## src/rtl/bpa_fifo.sv

```systemverilog
// ----------------------------------------------------------------------------
// bpa_fifo
// Small register queue used between the stages.
// ----------------------------------------------------------------------------
module bpa_fifo #(
  parameter int unsigned WIDTH = 8,
  parameter int unsigned DEPTH = 2
) (
  input  logic             clk_i,
  input  logic             rst_ni,
  input  logic             push_i,
  input  logic [WIDTH-1:0] wdata_i,
  output logic             full_o,
  input  logic             pop_i,
  output logic [WIDTH-1:0] rdata_o,
  output logic             empty_o
);

  localparam int unsigned AW = (DEPTH > 1) ? $clog2(DEPTH) : 1;
  localparam int unsigned CW = $clog2(DEPTH + 1);

  logic [WIDTH-1:0] mem_q [DEPTH];
  logic [AW-1:0]    wp_q, wp_d, rp_q, rp_d;
  logic [CW-1:0]    cnt_q, cnt_d;
  logic             do_push, do_pop;

  assign full_o  = (cnt_q == CW'(DEPTH));
  assign empty_o = (cnt_q == '0);
  assign do_push = push_i && !full_o;
  assign do_pop  = pop_i && !empty_o;
  assign rdata_o = mem_q[rp_q];

  // pointer and fill count update
  always_comb begin
    wp_d  = wp_q;
    rp_d  = rp_q;
    cnt_d = cnt_q;
    if (do_push) begin
      wp_d = (32'(wp_q) == DEPTH - 1) ? '0 : wp_q + 1'b1;
    end
    if (do_pop) begin
      rp_d = (32'(rp_q) == DEPTH - 1) ? '0 : rp_q + 1'b1;
    end
    if (do_push && !do_pop) begin
      cnt_d = cnt_q + 1'b1;
    end else if (do_pop && !do_push) begin
      cnt_d = cnt_q - 1'b1;
    end
  end

  always_ff @(posedge clk_i or negedge rst_ni) begin
    if (!rst_ni) begin
      wp_q  <= '0;
      rp_q  <= '0;
      cnt_q <= '0;
    end else begin
      wp_q  <= wp_d;
      rp_q  <= rp_d;
      cnt_q <= cnt_d;
    end
  end

  // storage
  always_ff @(posedge clk_i) begin
    if (do_push) begin
      mem_q[wp_q] <= wdata_i;
    end
  end

  a_fill_bound: assert property (@(posedge clk_i) disable iff (!rst_ni)
    32'(cnt_q) <= DEPTH)
    else $error("queue fill count beyond depth");

endmodule

```

## config.mk

```make
export PLATFORM = sky130hd
export DESIGN_NAME = bpa_fifo
export DESIGN_NICKNAME = d
export VERILOG_FILES = /design/src/rtl/bpa_fifo.sv
export SDC_FILE = /design/constraint.sdc
export NUM_CORES = 1
export LEC_CHECK = 0
export CORE_MARGIN = 4
export CORE_UTILIZATION = 45
export CTS_BUF_LIST = sky130_fd_sc_hd__clkbuf_8
export CTS_CLUSTER_SIZE = 8
export DETAILED_ROUTE_END_ITERATION = 8
export DONT_BUFFER_PORTS = 1
export PLACE_DENSITY = 0.66
export RECOVER_POWER = 25
export SLEW_MARGIN = 20
export SYNTH_ARGS = -nofsm -noshare
export SYNTH_HDL_FRONTEND = slang
export SYNTH_SLANG_ARGS = --single-unit
```

## constraint.sdc

```tcl
create_clock -name clk_i -period 1.5 [get_ports clk_i]
set_input_delay 0 -clock clk_i [delete_from_list [all_inputs] [get_ports clk_i]]
set_output_delay 0 -clock clk_i [all_outputs]
set_load 0.1 [all_outputs]
```

==> impl_results.md <==
* Run status: complete, no violations
* Largest cells by area after synthesis: edfxtp_1 (61%), dfrtp_1 (13%), mux2_1 (8.6%)
* Vias in the first global route at 501
* Final period utilization at 93.35%
* Drt via density at 5.106
* Hpwl dp at 970.2 um
* Clk_lat worst skew at 250 ps
* CTS tree: done
* Crit path time final at 1400 ps
* Synth Cell Area at 782.0 sq um
* Fraction of layout cells with a size suffix above 1 at roughly a third
* Slew @ Worst Pin at 519.4 ps
* Crit Path Max Fanout at 4
* Worst Path Arrival at ~1600 ps
* Ys Warns at 0
* Filler cell count at 127
* Drt pass-1 iters at 2
* Syn Area/Cell at 17.77 sq um
* Routed WL per cell at 15.47 um
* Port buffer count at 0
* Yosys cell types at 15
* Core area at 1577 sq um
* Worst hold path class: in -> async
* Top cell type's share of synthesized area at between 60% and 70%
* Final WL at 1.315 mm
* # nets final at 83
* Max-slew violations at 0
* Largest net degree at the start of global routing at 12
* # IOs at 22
* Post-synth top area cell: edfxtp_1
* H-tree levels at 1
* Final ANT Viol Nets at 0
* Post-synthesis register bit count at 20
* Clock-pin slew on the worst setup and hold paths at 70 ps
* DRC viols at 0
* Gpl congestion at 0.7849
* Die width at 49.69 um
* Post-CTS Setup Bufs at 0
* Crit path kind: reg -> reg
* Row count at 14
* Max_cap viols at 0
* CP required at 1680 ps
* Slew margin rel. at approximately two thirds
* First-pass GRT wire length at 2.283 mm
* Antenna Cells at 0
* Post-route setup TNS at 0 ps
* Initial core utilization at between 40% and 50%
* Maximum clock rate at 0.7142 GHz
* Die ar. at approximately 2500 sq um
* CTS buffer count at 3
* Root Driver: clkbuf_8
* Max Root-Sink Buffers at 2
* All-layer global routing usage at between 10 and 15%
* Clock Skews at 0.6217 ps
* Post-Syn Instances at 44
* Final core utilization at 67.30%
* Drt initial violations at 3
* Final-report setup violation count at 0
* Clock sink total at 20
* Sequential share of the synthesized area at 74.24%
* DR vias at between 400 and 500
* Mapped Nets at 57
* Area Growth Syn to Fin at 35.68%
* GRT overflow at 0
* Die height at slightly below 50 um
* Critical Path Start Type: flop
* Crit. End Element: flop
* Hold Vio Cnt, Final at 0
* Antenna violations before repair at 0
-- worst paths after layout --
path | startpoint | slack, ps | cells after the start | endpoint
max reg2reg | cnt_q[0] | 100 | 6 | cnt_q[1]
max | cnt_q[0] | 100 | 6 | cnt_q[1]
min in group clk_i | push_i | 230 | 1 | mem_q[1][6]
min | rst_ni | 20 | 1 | cnt_q[0]
min reg2reg | wp_q | 540 | 1 | wp_q
max in group asynchronous | rst_ni | 1300 | 1 | rp_q
-- cells in the mapped netlist --
| cell type | count |
|---|---|
| edfxtp_1 | 16 |
| mux2_1 | 6 |
| dfrtp_1 | 4 |
| nor2_1 | 3 |
| inv_1 | 2 |
| mux2_2 | 2 |
| xnor2_1 | 2 |
| xor2_1 | 2 |
| and3_1 | 1 |
| buf_2 | 1 |
| ha_1 | 1 |
| nand2_2 | 1 |
| nand2b_1 | 1 |
| o21ai_1 | 1 |
| xnor2_2 | 1 |
-- layout by cell type (no fill, tap or decap) --
master,instances
clkbuf_8,4
nor2_1,2
nand2b_4,1
mux2_1,6
nand2_4,1
o21ai_1,1
dlygate4sd3_1,11
dfrtp_2,1
ha_1,1
edfxtp_1,16
inv_1,2
nor2_2,1
dfrtp_1,3
xnor2_1,2
xor2_1,2
buf_4,11
xnor2_2,1
and3_1,1
mux2_2,2
-- cell type report --
type,count,area [sq um],area share [%]
clock buffer,4,55.05,5.189
inverter,2,7.507,0.7075
multi-input combinational,21,203.9,19.22
sequential,20,581.8,54.83
tap,16,20.02,1.887
timing repair buffer,22,192.7,18.16
-- per-stage QoR --
stage / hold slack, ps / worst slack (ps) / area (sq um) / instances
after global placement: -295.5 / 123.2 / 882.1 / 70
final: 16.24 / 99.77 / 1061 / 85
after global routing: 17.85 / -1.348 / 1061 / 85
after CTS: 14.55 / 13.25 / 1047 / 85
after detailed placement: -295.5 / 19.92 / 882.1 / 70
after floorplan: -295.6 / 90.69 / 784.5 / 44
-- flip-flops by register name (all words and copies together) (netlist names) --
signal and count:
mem_q 16, rp_q 1, wp_q 1, cnt_q 2
-- timing repair --
item	4_1_cts	5_1_grt
hold endpoints to repair	22	0
gates resized for setup	0	3
hold buffers	11	0
setup endpoints to repair	0	9
-- kinds of logic (layout without fill, tap and decap cells) --
kind of cell    after synthesis  count (layout)  share of synthesized area (%)
flops                        20              20                          74.24
mux                           8               8                          11.52
simple gates                  6               6                          3.841
xor+xnor                      5               5                          6.561
buf+inv                       3              28                          1.600
fa+ha+maj                     1               1                          1.600
compound gates                1               1                         0.6394
-- layer usage --
metal / vias to the layer above / routed length [um] / global-route usage, % / part of all wire, %
li1: 207 / - / - / -
met1: 213 / 477 / 13.16 / 36
met2: 12 / 751 / 23.13 / 57
met3: 2 / 69 / 3.313 / 5.2
met4: 0 / 16 / 6.912 / 1.2
met5: - / 0 / 0 / 0
-- critical path: stages, from the launching register on --
cell and delay [ps]:
dfrtp_1 420, nand2b_4 170, nand2_4 90, inv_1 40, ha_1 300, nor2_1 150
xor2_1 160
Power is not shown: default switching activity piles up to over one toggle a cycle in this logic, so the estimate is an artifact.
