--- src/rtl/bpa_pkg.sv ---
// ----------------------------------------------------------------------------
// bpa_pkg
// Shared types and codes for the buddy page allocator.
// ----------------------------------------------------------------------------
package bpa_pkg;

  // Order fields are wide enough for every supported top order (up to 10)
  localparam int unsigned ORD_W = 4;

  localparam logic KIND_ALLOC = 1'b0;
  localparam logic KIND_FREE  = 1'b1;
  localparam logic STAT_OK    = 1'b0;
  localparam logic STAT_FAIL  = 1'b1;

  localparam logic [10:0] FREE_SAT = 11'd2047;

  // Input beat
  typedef struct packed {
    logic        kind;
    logic [10:0] page_count;
    logic [9:0]  base_page;
  } in_t;

  // Result beat
  typedef struct packed {
    logic        status;
    logic [9:0]  block_page;
    logic [10:0] free_total;
  } out_t;

  // Command classes produced by the front end
  typedef enum logic [1:0] {
    CMD_ALLOC,
    CMD_FREE,
    CMD_FAIL,
    CMD_SKIP
  } cmd_e;

  typedef struct packed {
    cmd_e             cls;
    logic [ORD_W-1:0] ord;
    logic [10:0]      page_count;
    logic [9:0]       base_page;
  } cmd_t;

  // One page entry of the block table
  typedef struct packed {
    logic             head;
    logic [ORD_W-1:0] ord;
  } ent_t;

  // Back end sequencer states
  typedef enum logic [3:0] {
    B_CINIT,
    B_CARVE,
    B_IDLE,
    B_SRCH,
    B_SPL,
    B_SPL_WR,
    B_FRD,
    B_FWR,
    B_BRD,
    B_BCHK,
    B_PUT,
    B_DONE
  } bst_e;

endpackage

--- src/rtl/bpa_fifo.sv ---
// ----------------------------------------------------------------------------
// bpa_fifo
// Small register queue used between the stages.
// ----------------------------------------------------------------------------
module bpa_fifo #(
  parameter int unsigned WIDTH = 8,
  parameter int unsigned DEPTH = 2
) (
  input  logic             clk_i,
  input  logic             rst_ni,
  input  logic             push_i,
  input  logic [WIDTH-1:0] wdata_i,
  output logic             full_o,
  input  logic             pop_i,
  output logic [WIDTH-1:0] rdata_o,
  output logic             empty_o
);

  localparam int unsigned AW = (DEPTH > 1) ? $clog2(DEPTH) : 1;
  localparam int unsigned CW = $clog2(DEPTH + 1);

  logic [WIDTH-1:0] mem_q [DEPTH];
  logic [AW-1:0]    wp_q, wp_d, rp_q, rp_d;
  logic [CW-1:0]    cnt_q, cnt_d;
  logic             do_push, do_pop;

  assign full_o  = (cnt_q == CW'(DEPTH));
  assign empty_o = (cnt_q == '0);
  assign do_push = push_i && !full_o;
  assign do_pop  = pop_i && !empty_o;
  assign rdata_o = mem_q[rp_q];

  // pointer and fill count update
  always_comb begin
    wp_d  = wp_q;
    rp_d  = rp_q;
    cnt_d = cnt_q;
    if (do_push) begin
      wp_d = (32'(wp_q) == DEPTH - 1) ? '0 : wp_q + 1'b1;
    end
    if (do_pop) begin
      rp_d = (32'(rp_q) == DEPTH - 1) ? '0 : rp_q + 1'b1;
    end
    if (do_push && !do_pop) begin
      cnt_d = cnt_q + 1'b1;
    end else if (do_pop && !do_push) begin
      cnt_d = cnt_q - 1'b1;
    end
  end

  always_ff @(posedge clk_i or negedge rst_ni) begin
    if (!rst_ni) begin
      wp_q  <= '0;
      rp_q  <= '0;
      cnt_q <= '0;
    end else begin
      wp_q  <= wp_d;
      rp_q  <= rp_d;
      cnt_q <= cnt_d;
    end
  end

  // storage
  always_ff @(posedge clk_i) begin
    if (do_push) begin
      mem_q[wp_q] <= wdata_i;
    end
  end

  a_fill_bound: assert property (@(posedge clk_i) disable iff (!rst_ni)
    32'(cnt_q) <= DEPTH)
    else $error("queue fill count beyond depth");

endmodule

--- src/rtl/bpa_front.sv ---
// ----------------------------------------------------------------------------
// bpa_front
// Accepts request beats, rounds the count to an order and classifies them.
// ----------------------------------------------------------------------------
module bpa_front
  import bpa_pkg::*;
#(
  parameter int unsigned TOP_ORDER = 4,
  parameter int unsigned RW        = 11
) (
  input  logic          clk_i,
  input  logic          rst_ni,
  input  logic          push_i,
  input  in_t           in_item_i,
  output logic          full_o,
  input  logic [RW-1:0] region_i,
  output logic          cmd_valid_o,
  output cmd_t          cmd_o,
  input  logic          cmd_pop_i
);

  logic [ORD_W-1:0] want;
  cmd_t             cmd;
  logic             q_empty;
  logic [$bits(cmd_t)-1:0] q_rdata;

  // smallest order that covers the page count, capped at the top order
  always_comb begin
    want = ORD_W'(TOP_ORDER);
    for (int o = TOP_ORDER; o >= 0; o--) begin
      if ((32'(1) << o) >= 32'(in_item_i.page_count)) begin
        want = ORD_W'(o);
      end
    end
  end

  // classify
  always_comb begin
    cmd.ord        = want;
    cmd.page_count = in_item_i.page_count;
    cmd.base_page  = in_item_i.base_page;
    if (in_item_i.kind == KIND_ALLOC) begin
      cmd.cls = (in_item_i.page_count == '0) ? CMD_FAIL : CMD_ALLOC;
    end else if (in_item_i.page_count == '0 ||
                 32'(in_item_i.base_page) >= 32'(region_i)) begin
      cmd.cls = CMD_SKIP;
    end else begin
      cmd.cls = CMD_FREE;
    end
  end

  bpa_fifo #(
    .WIDTH($bits(cmd_t)),
    .DEPTH(2)
  ) u_cmdq (
    .clk_i  (clk_i),
    .rst_ni (rst_ni),
    .push_i (push_i),
    .wdata_i(cmd),
    .full_o (full_o),
    .pop_i  (cmd_pop_i),
    .rdata_o(q_rdata),
    .empty_o(q_empty)
  );

  assign cmd_valid_o = !q_empty;
  assign cmd_o       = cmd_t'(q_rdata);

endmodule

--- config.mk ---
export PLATFORM = sky130hd
export DESIGN_NAME = bpa_front
export DESIGN_NICKNAME = d
export VERILOG_FILES = /design/src/rtl/bpa_pkg.sv /design/src/rtl/bpa_fifo.sv /design/src/rtl/bpa_front.sv
export SDC_FILE = /design/constraint.sdc
export NUM_CORES = 1
export LEC_CHECK = 0
export BUFFER_PORTS_ARGS = -buffer_cell sky130_fd_sc_hd__buf_4
export CORE_UTILIZATION = 52
export CTS_CLUSTER_SIZE = 40
export DETAILED_ROUTE_END_ITERATION = 7
export PLACE_DENSITY_LB_ADDON = 0.12
export REMOVE_ABC_BUFFERS = 1
export SLEW_MARGIN = 20
export SYNTH_ARGS = -nofsm -noshare
export SYNTH_HDL_FRONTEND = slang
export SYNTH_SLANG_ARGS = --single-unit
--- constraint.sdc ---
create_clock -name clk_i -period 2.5 [get_ports clk_i]
set_clock_uncertainty 0.15 [all_clocks]
set_input_delay 0.5 -clock clk_i [delete_from_list [all_inputs] [get_ports clk_i]]
set_output_delay 0.5 -clock clk_i [all_outputs]
set_load 0.01 [all_outputs]
==> summary.md <==
| Metric | Value |
|---|---|
| Status | completed |
| Mapped Area | 0.00243 mm^2 |
| Die height | 70.3 um |
| Worst hold path depth | 1 |
| Initial Utilization | 55.0% |
| CTS Root Cell | clkbuf_8 |
| Post-layout nets | 271 |
| Dpl cells | 267 |
| Die ar. | 0.00494 mm^2 |
| Clk_lat worst skew | 0.30 ns |
| HP Start | in_item_i[19] |
| Post-Route WL | 4040 um |
| Clock Pin Slew Worst Setup and Hold Paths | 0.09 ns |
| DP Wirelength | 2930 um |
| Pin count of the biggest net entering global routing | 27 |
| RSZ-0062 raised after global routing | false |
| Bufs on Longest Clock Path | 2 |
| Average cell area after synthesis | 16.1 um^2 |
| TNS Setup | 0 ns |
| Vias in the first global route | 1427 |
| FF+latch count, synth | 56 |
| Hold Vio Cnt, Final | 0 |
| Library cells used by synthesis | 33 |
| # hold bufs at CTS | 1 |
| Grt ovf | 0 |
| Pre-antenna DRT Iters | 2 |
| Commonest non-fill, non-tap cells in the layout | 68 x buf_4, 52 x edfxtp_1, 26 x mux2_2, 12 x inv_1, 11 x ha_1 |
| Global-route wire length before repair | 6670 um |
| Final worst path period share | 82.6% |
| Via density | 5.21 |
| Period minus WS final | 2.07 ns |
| Post-synthesis sequential area ratio | 68.5% |
| Max cap viols | 0 |
| Syn. warnings | 0 |
| Initial antenna violation count | 0 |
| Setup violators final | 0 |
| Leakage | 1.25 nW |
| Initial DRC count | 68 |
| Critical Path AT | 1.42 ns |
| Critical Path End Type | output port |
| H-tree lvl count | 2 |
| Largest fanout on the critical path | 14 |
| FF-to-FF End | u_cmdq.cnt_q[1] |
| Worst min path class | in2reg |
| Drt wl/cell | 14.6 um |
| Core footprint | 0.00441 mm^2 |
| Max VDD drop | 0.658 mV |
| Worst setup margin | 0.435 ns |
| Antenna-violating nets left | 0 |
| Post-cts sizing count | 0 |
| RD Place Congestion | 0.756 |
| Synth Instances | 151 |
| # rows | 24 |
| IO Pins | 66 |
| Setup Fix Bufs, Post-CTS | 0 |
| Clk sink count | 56 |
| Fmax | 484 MHz |
| Crit path capture | cmd_o[13] |
| Worst R2R Path Depth | 7 |
| Pwr/cell area | 953 mW/mm^2 |
| CP Launch Point | u_cmdq.rp_q |
| Slew Limit Fails | 0 |
| CP startpoint kind | register |
| Commonest non-fill, non-tap cell in the layout | buf_4 |
| Port bufs | 64 |
| Total track usage | 17.7% |
| Layout cell share with drive strength beyond 1 | 47.8% |
| CP Class | reg2out |
| Final Non-Filler Cells | 276 |
| Setup slack, reg-to-reg | 0.82 ns |
| Die W | 70.3 um |
| N_diodes | 0 |
| Fillers | 305 |
| Total CTS buffers | 5 |
| Synth-to-Final Area Change | 26.7% |
| Worst reg2reg startpoint | u_cmdq.cnt_q[0] |
| Number of remaining DRC errors | 0 |
| WP data required | 1.85 ns |
| Place WS | 0.541 ns |
| CTS tree | done |
| DR vias | 1439 |
-- how the worst min path moves through the flow --
stage                                endpoint  slack (ns)
after floorplan               u_cmdq.cnt_q[0]        0.05
after CTS                 u_cmdq.mem_q[1][18]        0.23
after global placement            u_cmdq.wp_q        0.15
after detailed placement      u_cmdq.cnt_q[1]        0.15
final                     u_cmdq.mem_q[1][19]        0.24
after global routing      u_cmdq.mem_q[1][20]        0.22
-- metrics by stage --
step	hold WS [ns]	instance area, um^2	utilization, %	total power, W
final	0.237	3070	69.6	0.00293
after global routing	0.221	3070	69.6	0.00309
after CTS	0.230	3070	69.6	0.00297
after detailed placement	0.151	2980	67.5	0.00251
after global placement	0.147	2980	67.5	0.00246
after floorplan	0.0544	2400	-	0.00198
-- worst max-delay path: stages, from the launching register on --
cell	delay [ns]
dfrtp_1	0.35
buf_4	0.24
mux2_2	0.37
buf_4	0.14
-- layout make-up --
type                    instances  area [um^2]  share of cell area [%]
multi-input cells              79          699                    22.8
clock buffers                   5         68.8                    2.24
inverters                      12         45.0                    1.47
clock inverters                 3         13.8                   0.448
well taps                      52         65.1                    2.12
flip-flops and latches         56         1660                    54.0
repair buffers                 69          520                    16.9
-- synth_stat cells --
cell      instances  share of area [%]
a211oi_1          1               0.31
a21o_2            1               0.36
a21oi_1           5                1.0
and3_1            1               0.26
buf_2             3               0.62
buf_4             1               0.31
conb_1            1               0.15
dfrtp_1           4                4.1
edfxtp_1         52                 64
ha_1             11                5.7
inv_1            12                1.9
mux2_2           26                 12
mux2_4            1               0.62
nand2_1           4               0.62
nand2b_1          1               0.26
nand3_1           1               0.21
nand3b_1          1               0.31
nand4b_1          1               0.36
nor2_1            4               0.62
nor2_2            1               0.26
nor2b_1           1               0.26
nor3_1            3               0.62
nor3b_1           1               0.31
nor4_1            1               0.26
o21ai_0           2               0.41
o21ai_1           1               0.21
o21bai_1          1               0.31
o311ai_1          1               0.36
o32ai_1           1               0.36
or2_2             1               0.26
or3_4             1               0.46
xnor2_1           3                1.1
xor2_1            2               0.72
-- flip-flops by register name (all words and copies together), names as in the netlist --
signal and flops:
u_cmdq.cnt_q 2, u_cmdq.mem_q 52, u_cmdq.wp_q 1, u_cmdq.rp_q 1
-- routing by layer --
layer	share of wire, %	vias to the layer above	track usage (%)
li1	-	702	-
met1	42	690	21.4
met2	52	40	31.1
met3	4.6	7	3.75
met4	1.3	0	6.44
met5	0	-	0
-- power by group --
part	internal, W	leakage [nW]	switching (W)	total, W
Sequential	0.00128	0.529	0.0000670	0.00135
Combinational	0.000588	0.674	0.000528	0.00112
Clock	0.000191	0.0453	0.000271	0.000462
Total	0.00206	1.25	0.000867	0.00293
-- cell families after synthesis --
family | share of synthesized area (%)
DFF | 68.5
muxes | 12.7
and+or+nand+nor | 5.05
buffers and inverters | 2.78
AOI/OAI and AO/OA | 3.35
adders and majority gates | 5.67
xor gates and xnor gates | 1.81
other | 0.155
(Power assumes the default switching activity.)
